**config.mk**
```make
export PLATFORM = sky130hd
export DESIGN_NAME = serial_frame_receiver
export DESIGN_NICKNAME = d
export VERILOG_FILES = /design/src/rtl/core/sfr_pkg.sv /design/src/rtl/core/serial_frame_receiver.sv /design/src/rtl/core/sfr_ctrl.sv /design/src/rtl/core/sfr_dp.sv
export SDC_FILE = /design/constraint.sdc
export NUM_CORES = 1
export LEC_CHECK = 0
export BUFFER_PORTS_ARGS = -buffer_cell sky130_fd_sc_hd__buf_2
export CAP_MARGIN = 40
export CORE_ASPECT_RATIO = 0.8
export CORE_UTILIZATION = 62
export DETAILED_ROUTE_END_ITERATION = 6
export GPL_TIMING_DRIVEN = 0
export HOLD_SLACK_MARGIN = 0.06
export PLACE_DENSITY = 0.79
export SYNTH_ARGS = -nofsm -noshare
export SYNTH_HDL_FRONTEND = slang
export SYNTH_HIERARCHICAL = 1
export SYNTH_SLANG_ARGS = --single-unit
```
**constraint.sdc**
```tcl
create_clock -name clk_i -period 3.8 [get_ports clk_i]
set_input_delay 1.14 -clock clk_i [delete_from_list [all_inputs] [get_ports clk_i]]
set_output_delay 1.14 -clock clk_i [all_outputs]
set_load 0.05 [all_outputs]
```
**src/rtl/core/sfr_pkg.sv**
```systemverilog
`timescale 1ns / 1ps

package sfr_pkg;

  localparam int BYTE_W    = 8;
  localparam int LEN_OUT_W = 6;
  localparam int REG_IDX_W = 2;

  localparam logic [REG_IDX_W-1:0] REG_HEAD_ONE = 2'd0;
  localparam logic [REG_IDX_W-1:0] REG_HEAD_TWO = 2'd1;
  localparam logic [REG_IDX_W-1:0] REG_TAIL_ONE = 2'd2;
  localparam logic [REG_IDX_W-1:0] REG_TAIL_TWO = 2'd3;

  localparam logic [BYTE_W-1:0] HEAD_ONE_RST = 8'd170;
  localparam logic [BYTE_W-1:0] HEAD_TWO_RST = 8'd85;
  localparam logic [BYTE_W-1:0] TAIL_ONE_RST = 8'd13;
  localparam logic [BYTE_W-1:0] TAIL_TWO_RST = 8'd10;

  typedef struct packed {
    logic len_load;
    logic sum_clr;
    logic data_wr;
    logic rd_clr;
    logic rd_en;
    logic rd_inc;
    logic out_load;
  } sfr_cmd_t;

  typedef struct packed {
    logic head1_hit;
    logic head2_hit;
    logic tail1_hit;
    logic tail2_hit;
    logic sum_hit;
    logic len_big;
    logic len_zero;
    logic data_done;
    logic out_last;
  } sfr_sts_t;

endpackage

```
**src/rtl/core/serial_frame_receiver.sv**
```systemverilog
// first result: valid after the store read and output load states that follow the second tail byte
// throughput: one byte per cycle while parsing; each result passes through a store read,
// an output load and a handshake, and no byte is taken until the frame drains
// reset: header and tail bytes return to 170, 85, 13, 10 and the parser hunts for
// the first header byte; the payload store is not cleared
`timescale 1ns / 1ps

module serial_frame_receiver
  import sfr_pkg::*;
#(
  parameter int MAX_PAYLOAD = 32
) (
  input  logic                 clk_i,
  input  logic                 rst_ni,
  input  logic                 cfg_we_i,
  input  logic [REG_IDX_W-1:0] cfg_idx_i,
  input  logic [BYTE_W-1:0]    cfg_wdata_i,
  input  logic                 in_valid_i,
  output logic                 in_ready_o,
  input  logic [BYTE_W-1:0]    rx_byte_i,
  output logic                 out_valid_o,
  input  logic                 out_ready_i,
  output logic [BYTE_W-1:0]    payload_byte_o,
  output logic [LEN_OUT_W-1:0] frame_len_o,
  output logic                 empty_res_o,
  output logic                 last_o
);

  sfr_cmd_t cmd;
  sfr_sts_t sts;

  sfr_ctrl u_ctrl (
    .clk_i       (clk_i),
    .rst_ni      (rst_ni),
    .in_valid_i  (in_valid_i),
    .in_ready_o  (in_ready_o),
    .out_valid_o (out_valid_o),
    .out_ready_i (out_ready_i),
    .sts_i       (sts),
    .cmd_o       (cmd)
  );

  sfr_dp #(
    .MAX_PAYLOAD (MAX_PAYLOAD)
  ) u_dp (
    .clk_i          (clk_i),
    .rst_ni         (rst_ni),
    .cfg_we_i       (cfg_we_i),
    .cfg_idx_i      (cfg_idx_i),
    .cfg_wdata_i    (cfg_wdata_i),
    .rx_byte_i      (rx_byte_i),
    .cmd_i          (cmd),
    .sts_o          (sts),
    .payload_byte_o (payload_byte_o),
    .frame_len_o    (frame_len_o),
    .empty_res_o    (empty_res_o),
    .last_o         (last_o)
  );

  // no byte taken while a result is pending
  a_no_overlap: assert property (@(posedge clk_i) disable iff (!rst_ni)
    !(in_ready_o && out_valid_o))
    else $error("input ready while result pending");

  // empty frame gives a single zero result
  a_empty_item: assert property (@(posedge clk_i) disable iff (!rst_ni)
    (out_valid_o && empty_res_o) |-> (last_o && payload_byte_o == '0 && frame_len_o == '0))
    else $error("malformed empty result");

  // last item of a frame returns to the header hunt
  a_last_done: assert property (@(posedge clk_i) disable iff (!rst_ni)
    (out_valid_o && out_ready_i && last_o) |=> (in_ready_o && !out_valid_o))
    else $error("parser not back in hunt after last item");

  // next item of a frame needs a fresh store read
  a_next_gap: assert property (@(posedge clk_i) disable iff (!rst_ni)
    (out_valid_o && out_ready_i && !last_o) |=> (!out_valid_o && !in_ready_o))
    else $error("frame emission sequencing broken");

endmodule

```
**src/rtl/core/sfr_ctrl.sv**
```systemverilog
`timescale 1ns / 1ps

module sfr_ctrl
  import sfr_pkg::*;
(
  input  logic     clk_i,
  input  logic     rst_ni,
  input  logic     in_valid_i,
  output logic     in_ready_o,
  output logic     out_valid_o,
  input  logic     out_ready_i,
  input  sfr_sts_t sts_i,
  output sfr_cmd_t cmd_o
);

  localparam logic [3:0] ST_HEAD1   = 4'd0;
  localparam logic [3:0] ST_HEAD2   = 4'd1;
  localparam logic [3:0] ST_LEN     = 4'd2;
  localparam logic [3:0] ST_DATA    = 4'd3;
  localparam logic [3:0] ST_CHECK   = 4'd4;
  localparam logic [3:0] ST_TAIL1   = 4'd5;
  localparam logic [3:0] ST_TAIL2   = 4'd6;
  localparam logic [3:0] ST_EMIT_RD = 4'd7;
  localparam logic [3:0] ST_EMIT_LD = 4'd8;
  localparam logic [3:0] ST_EMIT_WT = 4'd9;

  logic [3:0] state_q, state_d;
  logic       in_fire;

  assign in_ready_o = state_q inside {[ST_HEAD1:ST_TAIL2]};
  assign in_fire    = in_valid_i && in_ready_o;

  always_comb begin
    state_d     = state_q;
    cmd_o       = '0;
    out_valid_o = 1'b0;
    case (state_q)
      ST_HEAD1: begin
        if (in_fire && sts_i.head1_hit) state_d = ST_HEAD2;
      end
      ST_HEAD2: begin
        if (in_fire) begin
          if (sts_i.head2_hit) begin
            state_d       = ST_LEN;
            cmd_o.sum_clr = 1'b1;
          end else begin
            state_d = ST_HEAD1;
          end
        end
      end
      ST_LEN: begin
        if (in_fire) begin
          cmd_o.len_load = 1'b1;
          if (sts_i.len_big) state_d = ST_HEAD1;
          else if (sts_i.len_zero) state_d = ST_CHECK;
          else state_d = ST_DATA;
        end
      end
      ST_DATA: begin
        if (in_fire) begin
          cmd_o.data_wr = 1'b1;
          if (sts_i.data_done) state_d = ST_CHECK;
        end
      end
      ST_CHECK: begin
        if (in_fire) state_d = sts_i.sum_hit ? ST_TAIL1 : ST_HEAD1;
      end
      ST_TAIL1: begin
        if (in_fire) state_d = sts_i.tail1_hit ? ST_TAIL2 : ST_HEAD1;
      end
      ST_TAIL2: begin
        if (in_fire) begin
          if (sts_i.tail2_hit) begin
            state_d      = ST_EMIT_RD;
            cmd_o.rd_clr = 1'b1;
          end else begin
            state_d = ST_HEAD1;
          end
        end
      end
      ST_EMIT_RD: begin
        cmd_o.rd_en = 1'b1;
        state_d     = ST_EMIT_LD;
      end
      ST_EMIT_LD: begin
        cmd_o.out_load = 1'b1;
        cmd_o.rd_inc   = 1'b1;
        state_d        = ST_EMIT_WT;
      end
      ST_EMIT_WT: begin
        out_valid_o = 1'b1;
        if (out_ready_i) state_d = sts_i.out_last ? ST_HEAD1 : ST_EMIT_RD;
      end
      default: begin
        state_d = ST_HEAD1;
      end
    endcase
  end

  always_ff @(posedge clk_i or negedge rst_ni) begin
    if (!rst_ni) begin
      state_q <= ST_HEAD1;
    end else begin
      state_q <= state_d;
    end
  end

endmodule

```
**src/rtl/core/sfr_dp.sv**
```systemverilog
`timescale 1ns / 1ps

module sfr_dp
  import sfr_pkg::*;
#(
  parameter int MAX_PAYLOAD = 32
) (
  input  logic                 clk_i,
  input  logic                 rst_ni,
  input  logic                 cfg_we_i,
  input  logic [REG_IDX_W-1:0] cfg_idx_i,
  input  logic [BYTE_W-1:0]    cfg_wdata_i,
  input  logic [BYTE_W-1:0]    rx_byte_i,
  input  sfr_cmd_t             cmd_i,
  output sfr_sts_t             sts_o,
  output logic [BYTE_W-1:0]    payload_byte_o,
  output logic [LEN_OUT_W-1:0] frame_len_o,
  output logic                 empty_res_o,
  output logic                 last_o
);

  localparam int LW = $clog2(MAX_PAYLOAD + 1);
  localparam int IW = (MAX_PAYLOAD > 1) ? $clog2(MAX_PAYLOAD) : 1;

  logic [BYTE_W-1:0] head1_q, head2_q, tail1_q, tail2_q;
  logic [LW-1:0]     cnt_q, len_q;
  logic [BYTE_W-1:0] sum_q;
  logic [IW-1:0]     rd_q;
  logic [BYTE_W-1:0] rdata_q;
  logic [BYTE_W-1:0] mem [MAX_PAYLOAD];

  logic [BYTE_W-1:0]    out_byte_q;
  logic [LEN_OUT_W-1:0] out_len_q;
  logic                 out_empty_q, out_last_q;

  logic [LW:0] cnt_inc;
  logic [LW:0] rd_inc;
  logic        len_q_zero;

  assign cnt_inc    = {1'b0, cnt_q} + 1'b1;
  assign rd_inc     = {1'b0, LW'(rd_q)} + 1'b1;
  assign len_q_zero = (len_q == '0);

  always_comb begin
    sts_o.head1_hit = (rx_byte_i == head1_q);
    sts_o.head2_hit = (rx_byte_i == head2_q);
    sts_o.tail1_hit = (rx_byte_i == tail1_q);
    sts_o.tail2_hit = (rx_byte_i == tail2_q);
    sts_o.sum_hit   = (rx_byte_i == sum_q);
    sts_o.len_big   = (rx_byte_i > BYTE_W'(MAX_PAYLOAD));
    sts_o.len_zero  = (rx_byte_i == '0);
    sts_o.data_done = (cnt_inc >= {1'b0, len_q});
    sts_o.out_last  = out_last_q;
  end

  // configuration registers
  always_ff @(posedge clk_i or negedge rst_ni) begin
    if (!rst_ni) begin
      head1_q <= HEAD_ONE_RST;
      head2_q <= HEAD_TWO_RST;
      tail1_q <= TAIL_ONE_RST;
      tail2_q <= TAIL_TWO_RST;
    end else if (cfg_we_i) begin
      case (cfg_idx_i)
        REG_HEAD_ONE: head1_q <= cfg_wdata_i;
        REG_HEAD_TWO: head2_q <= cfg_wdata_i;
        REG_TAIL_ONE: tail1_q <= cfg_wdata_i;
        REG_TAIL_TWO: tail2_q <= cfg_wdata_i;
        default: ;
      endcase
    end
  end

  // frame counters and checksum
  always_ff @(posedge clk_i or negedge rst_ni) begin
    if (!rst_ni) begin
      cnt_q <= '0;
      len_q <= '0;
      sum_q <= '0;
      rd_q  <= '0;
    end else begin
      if (cmd_i.sum_clr) sum_q <= '0;
      if (cmd_i.len_load) begin
        len_q <= LW'(rx_byte_i);
        cnt_q <= '0;
      end
      if (cmd_i.data_wr) begin
        cnt_q <= cnt_inc[LW-1:0];
        sum_q <= sum_q + rx_byte_i;
      end
      if (cmd_i.rd_clr) rd_q <= '0;
      else if (cmd_i.rd_inc) rd_q <= rd_q + 1'b1;
    end
  end

  // payload store
  always_ff @(posedge clk_i) begin
    if (cmd_i.data_wr) mem[cnt_q[IW-1:0]] <= rx_byte_i;
    if (cmd_i.rd_en) rdata_q <= mem[rd_q];
  end

  // output register
  always_ff @(posedge clk_i or negedge rst_ni) begin
    if (!rst_ni) begin
      out_empty_q <= 1'b0;
      out_last_q  <= 1'b0;
    end else if (cmd_i.out_load) begin
      out_empty_q <= len_q_zero;
      out_last_q  <= len_q_zero || (rd_inc == {1'b0, len_q});
    end
  end

  always_ff @(posedge clk_i) begin
    if (cmd_i.out_load) begin
      out_byte_q <= len_q_zero ? '0 : rdata_q;
      out_len_q  <= LEN_OUT_W'(len_q);
    end
  end

  assign payload_byte_o = out_byte_q;
  assign frame_len_o    = out_len_q;
  assign empty_res_o    = out_empty_q;
  assign last_o         = out_last_q;

endmodule

```
# == Yosys cells after proc, flatten, opt, wreduce, memory -nomap -nowiden ==
# Memories as Yosys holds them, arrays and structs flattened. A register that Yosys moved wholly into a read port is not among the register bits.
# Index checks and enable logic that the tools add are counted.
# classes
n_addsub,4
order_cmp,4
n_eq_ne,27
mux,37
n_reduce_logical,16
# op_table
op,count
$eq A8 B8 Y1,5
$mux W4,10
$pmux W4 S10,1
$eq A4 B3 Y1 const B,4
$mux W8,2
$mux W3,5
$ne A2 B1 Y1 const B,7
$mux W1,13
$mux W6,2
$mux W5,2
$reduce_and A9 Y1,1
$add A8 B8 Y8,1
$eq A4 B2 Y1 const B,2
$eq A4 B4 Y1 const B,2
$gt A8 B6 Y1 const B,1
$logic_not A8 Y1,1
$reduce_and A2 Y1,4
$add A6 B1 Y7 const B,1
$eq A7 B6 Y1,1
$ge A7 B6 Y1,1
$add A5 B1 Y6 const B,1
$logic_not A6 Y1,1
$reduce_bool A2 Y1,3
$add A5 B1 Y5 const B,1
other kinds (11),16
# totals
ff_bits,77
ram_bits,256
input_bits,23
out_inout_bits,18
mem_count,1
# memory_table
memory,words,word_bits,read_ports,rd_ports_with_merged_regs,wr,line,rtl
u_dp.mem,32,8,1,1,1,sfr_dp.sv:30,logic [BYTE_W-1:0] mem [MAX_PAYLOAD];

# == Longest topological paths before layout ==
# Gate-level depths: netlist (run 1).
# depth
word_depth,7
mapped_depth,10
mapped_depth_nobuf,10

# == By module ==
# Netlist (run 1), hierarchy kept.
# by_module_without_submodules
mod,n_inst,cells_per_inst,area_per_inst_um2
sfr_dp,1,850,14233.7
sfr_ctrl,1,52,446.7

# == Least setup slack after synthesis (run 1) ==
# No wires, ideal clock.
# synth_path
kind,register -> register
from,reg u_ctrl.state_q[0]
to,reg u_dp.rd_q[3]
arrival_ns,3.168
t_required_ns,3.678
setup_slack_ns,0.511
stages_incl_launch_ff,7
path_buffers,2
period_less_slack_ns,3.289
cell_sequence,dfrtp_1 buf_6 nor4b_1 buf_4 nand4_1 xor2_1 nor2_1
# synth_rtl
item,line,rtl
from (decl),sfr_ctrl.sv:27,"logic [3:0] state_q, state_d;"
from (signal assigned),sfr_ctrl.sv:104,state_q <= state_d;
to (signal assigned),sfr_dp.sv:92,else if (cmd_i.rd_inc) rd_q <= rd_q + 1'b1;
to (decl),sfr_dp.sv:28,logic [IW-1:0] rd_q;

==> run metrics, run 1 <==
status=completed; NetSw=1.62 mW; Root Driver=clkbuf_16; LEAKAGE=6.05 nW; met3 Usage GRT=0.0410; proportion of layout cells with a drive suffix above 1=0.233; maximum clock insertion buffer count=3; Critical Path Source Type=register; Port Buffer Count=40; Final Hold Violating Endpoints=0; fin util=0.713; largest net degree at the start of global routing=64; H-tree depth=2; switching power share of the total=0.208; WS Path Type=reg2reg; final setup TNS=0 ps; Post-CTS Setup Inserts=0; non-filler instance count after layout=1307; worst-path maximum fanout=10; max-cap violation count=0; final net count=1022; final WL=31100 um; internal power=6.17 mW; Max Fclk=299 MHz; placer congestion estimate=0.864; Core Box Area=0.0229 mm^2; Worst EP required=3940 ps; ant diodes=0; Fin Hold WS=501 ps; synthesized net count=944; RSZ-0062 raised after global routing=no; cts bufs inserted=34; clk_skew=21.3 ps; grt met1 use=0.399; met2 global-route usage=0.405; placed cell count=1250; DIE AREA=0.0243 mm^2; drt wl/cell=23.8 um; cell area after synthesis=0.0147 mm^2; final setup fails=0; Synth top area share=0.569; Yosys top cell by area=edfxtp_1; Synth Area per Inst=16.3 um^2; Post-synth EDFFs=278; Tcrit/Tclk final=0.880; clk_lat worst skew=510 ps; gr usage total=0.265; Yosys reg bits=341; Hold WC Path Type=reg2reg; ys flop type=edfxtp_1; 1st-pass router iterations=5; Combinational Power Share=0.057; clock tree sinks=341; Finished Cell Area=0.0163 mm^2; hpwl dp=20100 um; PD cells=478 mW/mm^2; Synth cell types=69; vias in the first global route=8203; min cycle time layout=3340 ps; Syn Inst Count=902; DRC viols=0; most area-consuming cells after synthesis=edfxtp_1 57%, dfrtp_1 8.5%, mux4_2 4.9%; hold_buf cts=0; CTS tree=yes; die span in y=140 um; Worst Setup End Kind=register; antenna violations before repair=0; CTS clk-pin slew, worst paths=60 ps; num rows=49; Clock Power Share=0.402; Area Overhead vs Synth=11.1%; Least-Margin Pin Slew=890 ps; Chip Width=174 um; initial drt markers=793; Vias=8224; Slew headroom=0.404; GRT Max-Usage Layer=met2; first-pass GRT wire length=47400 um; Critical Path AT=3480 ps; Vias/cell=6.29; register area share after synthesis=0.677; most frequent cells in the layout=278 x edfxtp_1, 58 x mux2i_1, 57 x nor2_1; Congestion Overflow GR=0; VDD IR-drop max=0.414 mV; most common cell after layout, fill and taps aside=edfxtp_1; Yosys warning count=6; post_cts resized=0; DP Area=0.0153 mm^2; Routed Antenna Nets=0; initial core utilization=0.642; Max Slew Vio Count=0; num ports=41; Post-synth ARST share=0.185; part of the power in registers=0.542
## synth_stat cells (8+ instances only)
library cell	instances
a2111oi_2	8
a211oi_2	8
a21oi_1	15
a22o_1	15
a22oi_1	25
a31oi_1	10
and2_1	10
buf_2	13
buf_6	10
clkbuf_1	14
dfrtp_1	50
dfstp_2	13
edfxtp_1	278
ha_1	18
inv_1	10
mux2_2	38
mux2i_1	58
mux4_2	32
nand2_1	35
nand3_1	16
nand4_1	12
nor2_1	57
nor2b_1	9
o21ai_0	13
xnor2_1	42
xor2_1	8
## power groups by stage
stage | sequential [mW] | clock [mW] | combinational [mW]
finish | 4.22 | 3.13 | 0.443
floorplan | 4.28 | 0 | 0.304
global route | 4.23 | 3.32 | 0.486
CTS | 4.22 | 3.18 | 0.443
detailed placement | 4.30 | 0 | 0.439
global placement | 4.29 | 0 | 0.427
## registers in the layout, summed over array words and instances, names as in the netlist
register             cells
u_ctrl/state_q           4
u_dp/cnt_q               6
u_dp/empty_res_o         1
u_dp/frame_len_o         6
u_dp/head1_q             8
u_dp/head2_q             8
u_dp/last_o              1
u_dp/len_q               6
u_dp/mem               256
u_dp/payload_byte_o      8
u_dp/rd_q                5
u_dp/rdata_q             8
u_dp/sum_q               8
u_dp/tail1_q             8
u_dp/tail2_q             8
## kinds of logic (layout without fill, tap and decap cells)
logic type               count (synthesis)  in the layout  synth area share
AO/OA/AOI/OAI                          120            120            0.0654
multiplexers                           128            128             0.118
XOR/XNOR                                50             50            0.0298
buffers and inverters                   57            156            0.0256
flip-flops                             341            341             0.677
AND/OR/NAND/NOR                        187            187            0.0676
adder cells (fa/ha/maj)                 19             19            0.0167
## per-layer routing
layer  share of wire  routed length [um]
met5               0                   0
met4           0.021                 652
met3           0.083                2570
met2            0.46               14400
met1            0.43               13500
## area by class of cell
cell class              count  area (um^2)
flip-flops and latches    341         9940
fillers                  1444         6550
multi-input cells         504         4370
clock buffers              39          891
well taps                 306          383
plain buffers              47          338
repair buffers             42          218
clock inverters            18          136
inverters                  10         37.5
## path summary, 6_finish.rpt
path / startpoint / endpoint / slack (ps) / cells after the start
setup / recovery: u_ctrl/state_q[2] / u_dp/mem[28][1] / 460 / 7
hold / removal: u_dp/empty_res_o / u_dp/empty_res_o / 500 / 1
setup reg to reg: u_ctrl/state_q[2] / u_dp/mem[28][1] / 460 / 7
hold reg to reg: u_dp/empty_res_o / u_dp/empty_res_o / 500 / 1
max in group asynchronous: rst_ni / u_dp/rd_q[3] / 2550 / 1
min in group asynchronous: rst_ni / u_dp/head1_q[2] / 730 / 1
## stage by stage
stage / setup slack, ps / total power [mW]
global placement: -743 / 4.72
detailed placement: 117 / 4.73
CTS: 549 / 7.85
floorplan: 511 / 4.58
global route: 238 / 8.04
finish: 455 / 7.80
## critical path, cell delays in order (launching register included)
cell and delay [ps]:
dfrtp_1 410, buf_2 200, nor2_1 200, nand2_1 100, nor2_1 380, clkbuf_1 390, nand2_1 470, nor2_1 830
Power figures use the tool's default switching activity.
==> inputs of run 2 (changes only) <==
ABC_AREA = 1   (was not set)
==> run metrics, run 2 <==
Max Slew Vio Count=0; r2r endpoint=u_dp/mem[7][4]; max-cap violation count=0; Vias/cell=6.08; count leader, synth=nand2_1; initial core utilization=0.636; die span in y=141 um; CTS tree=yes; drt wl/cell=20.8 um; Crit path largest cell delay=640 ps; clock tree sinks=341; launch point of the worst path=rx_byte_i[2]; Core Box Area=0.0236 mm^2; DRC viols=0; Synth cell types=40; Yosys reg bits=341; worst-path maximum fanout=34; Post-synth ARST share=0.185; WS Path Type=in2reg; Worst Setup End Kind=register; vias in the first global route=10400; DP Area=0.0156 mm^2; Overall Power=7.87 mW; first-pass GRT wire length=57700 um; critical path's slowest cell=buf_2; switching power share of the total=0.215; Clock Power Share=0.418; Hold WC Path Type=reg2reg; most area-consuming cells after synthesis=edfxtp_1 56%, nand2_1 11%, dfrtp_1 8.3%; proportion of layout cells with a drive suffix above 1=0.111; Area Overhead vs Synth=11.1%; 1st-pass router iterations=6; largest net degree at the start of global routing=64; Yosys warning count=6; CP endpoint=u_dp/rd_q[2]; worst r2r src=u_ctrl/state_q[2]; num ports=41; ant diodes=0; Place WS=-74.1 ps; Critical Path Source Type=input port; hpwl dp=24700 um; part of the power in registers=0.533; Routed Antenna Nets=0; maximum clock insertion buffer count=3; Chip Width=176 um; final setup fails=0; Synth top area share=0.557; initial drt markers=1724; hold_buf cts=0; Max Fclk=290 MHz; CP top delay family=buffers and inverters; Yosys top cell by area=edfxtp_1; VDD IR-drop max=0.432 mV; Combinational Power Share=0.050; Synth Area per Inst=10.6 um^2; clk_skew=9.67 ps; cell area after synthesis=0.0150 mm^2; Worst EP required=4150 ps; post_cts resized=0; Syn Inst Count=1419; register area share after synthesis=0.663; Finished Cell Area=0.0166 mm^2; ys flop type=edfxtp_1; Congestion Overflow GR=0; most frequent cells in the layout=456 x nand2_1, 278 x edfxtp_1, 238 x nand3_1; num rows=50; status=completed; WP buf/inv=3; clk_lat worst skew=520 ps; Commonest cells post-synth=456 x nand2_1, 278 x edfxtp_1, 238 x nand3_1; Final Hold Violating Endpoints=0; placer congestion estimate=0.973; Tcrit/Tclk final=0.907; placed cell count=1772; worst path cell trace=buf_2 > clkbuf_1 > xnor2_1 > nand4_1 > nor4_1 > nand3_1 > nor2_1 > nor2_1 > inv_1 > o22ai_1; most common cell after layout, fill and taps aside=nand2_1; number of flip-flops in the largest register=256; H-tree depth=2; Critical Path AT=3800 ps; RSZ-0062 raised after global routing=no; Crit. path cell count=10; final net count=1538; cts bufs inserted=34; Reg2Reg Setup Slack=600 ps; LEAKAGE=6.55 nW; Post-CTS Setup Inserts=0; final WL=38000 um; most used cell along the critical path=nor2_1; final worst slack=354 ps; PD cells=473 mW/mm^2; DIE AREA=0.0248 mm^2; min cycle time layout=3450 ps; CTS clk-pin slew, worst paths=70 ps; internal power=6.18 mW; antenna violations before repair=0; Fin Hold WS=500 ps; Port Buffer Count=40; non-filler instance count after layout=1826; Vias=11100; Root Driver=clkbuf_16; gr usage total=0.315; Least-Margin Pin Slew=887 ps; NetSw=1.69 mW; Post-synth EDFFs=278; Slew headroom=0.407; synthesized net count=1461; Worst Reg-to-Reg Cells=6
run 2: cell count changes after synthesis, moves of 21 or more:
cell,before,now
a22oi_1,25,0
inv_1,10,57
mux2_2,38,0
mux2i_1,58,0
mux4_2,32,0
nand2_1,35,456
nand3_1,16,238
o21ai_0,13,56
xnor2_1,42,21
run 2: worst min-delay path by stage:
| stage | to | start | depth (start not counted) | slack, ps |
|---|---|---|---|---|
| 4_1_cts | u_dp/tail1_q[0] | u_dp/tail1_q[0] | 2 | 500 |
| 6_report | u_dp/head1_q[5] | u_dp/head1_q[5] | 2 | 500 |
| 3_3_place_gp | u_dp/frame_len_o[3] | u_dp/len_q[3] | 0 | 470 |
| 2_1_floorplan | u_dp/frame_len_o[5] | u_dp/len_q[5] | 0 | 440 |
| 3_5_place_dp | u_dp/frame_len_o[3] | u_dp/len_q[3] | 0 | 480 |
| 5_1_grt | u_dp/frame_len_o[3] | u_dp/len_q[3] | 0 | 500 |
run 2: per-stage QoR:
step / setup TNS [ps] / utilization
final: 0 / 0.706
after global routing: 0 / 0.706
after CTS: 0 / 0.706
after detailed placement: -305 / 0.661
after global placement: -55.9 / 0.661
after floorplan: 0 / -
run 2: final cells by class:
| type | instances | area, um^2 |
|---|---|---|
| Inverter | 67 | 251 |
| Sequential cell | 341 | 9940 |
| Multi-Input combinational cell | 940 | 4430 |
| Clock buffer | 42 | 922 |
| Fill cell | 1676 | 6940 |
| Timing Repair Buffer | 41 | 210 |
| Buffer | 71 | 372 |
| Tap cell | 312 | 390 |
| Clock inverter | 12 | 135 |
run 2: logic make-up after synthesis:
kind of cell               synth area share
adders and majority gates            0.0164
and+or+nand+nor                       0.233
AOI/OAI and AO/OA                    0.0285
buffers and inverters                0.0416
xor gates and xnor gates             0.0175
DFF                                   0.663
run 2: worst register-to-register path, stage by stage, from the launching register on:
cell,delay (ps)
dfrtp_1,470
nor2_2,300
nand2_1,120
nor2_1,90
clkbuf_1,480
nand2_1,530
nor2_1,830
run 2: power by group through the flow:
stage	Clock [mW]	Combinational (mW)	Sequential [mW]
3_5_place_dp	0	0.383	4.27
3_3_place_gp	0	0.368	4.26
6_report	3.29	0.392	4.19
2_1_floorplan	0	0.241	4.25
5_1_grt	3.44	0.437	4.20
4_1_cts	3.31	0.388	4.19
run 2: metal layers:
| layer | track usage | vias to the layer above | routed length, um |
|---|---|---|---|
| met3 | 0.0717 | 103 | 4610 |
| met5 | 0 | - | 0 |
| met1 | 0.458 | 5332 | 15300 |
| li1 | - | 4991 | - |
| met2 | 0.474 | 684 | 17000 |
| met4 | 0.106 | 0 | 1050 |
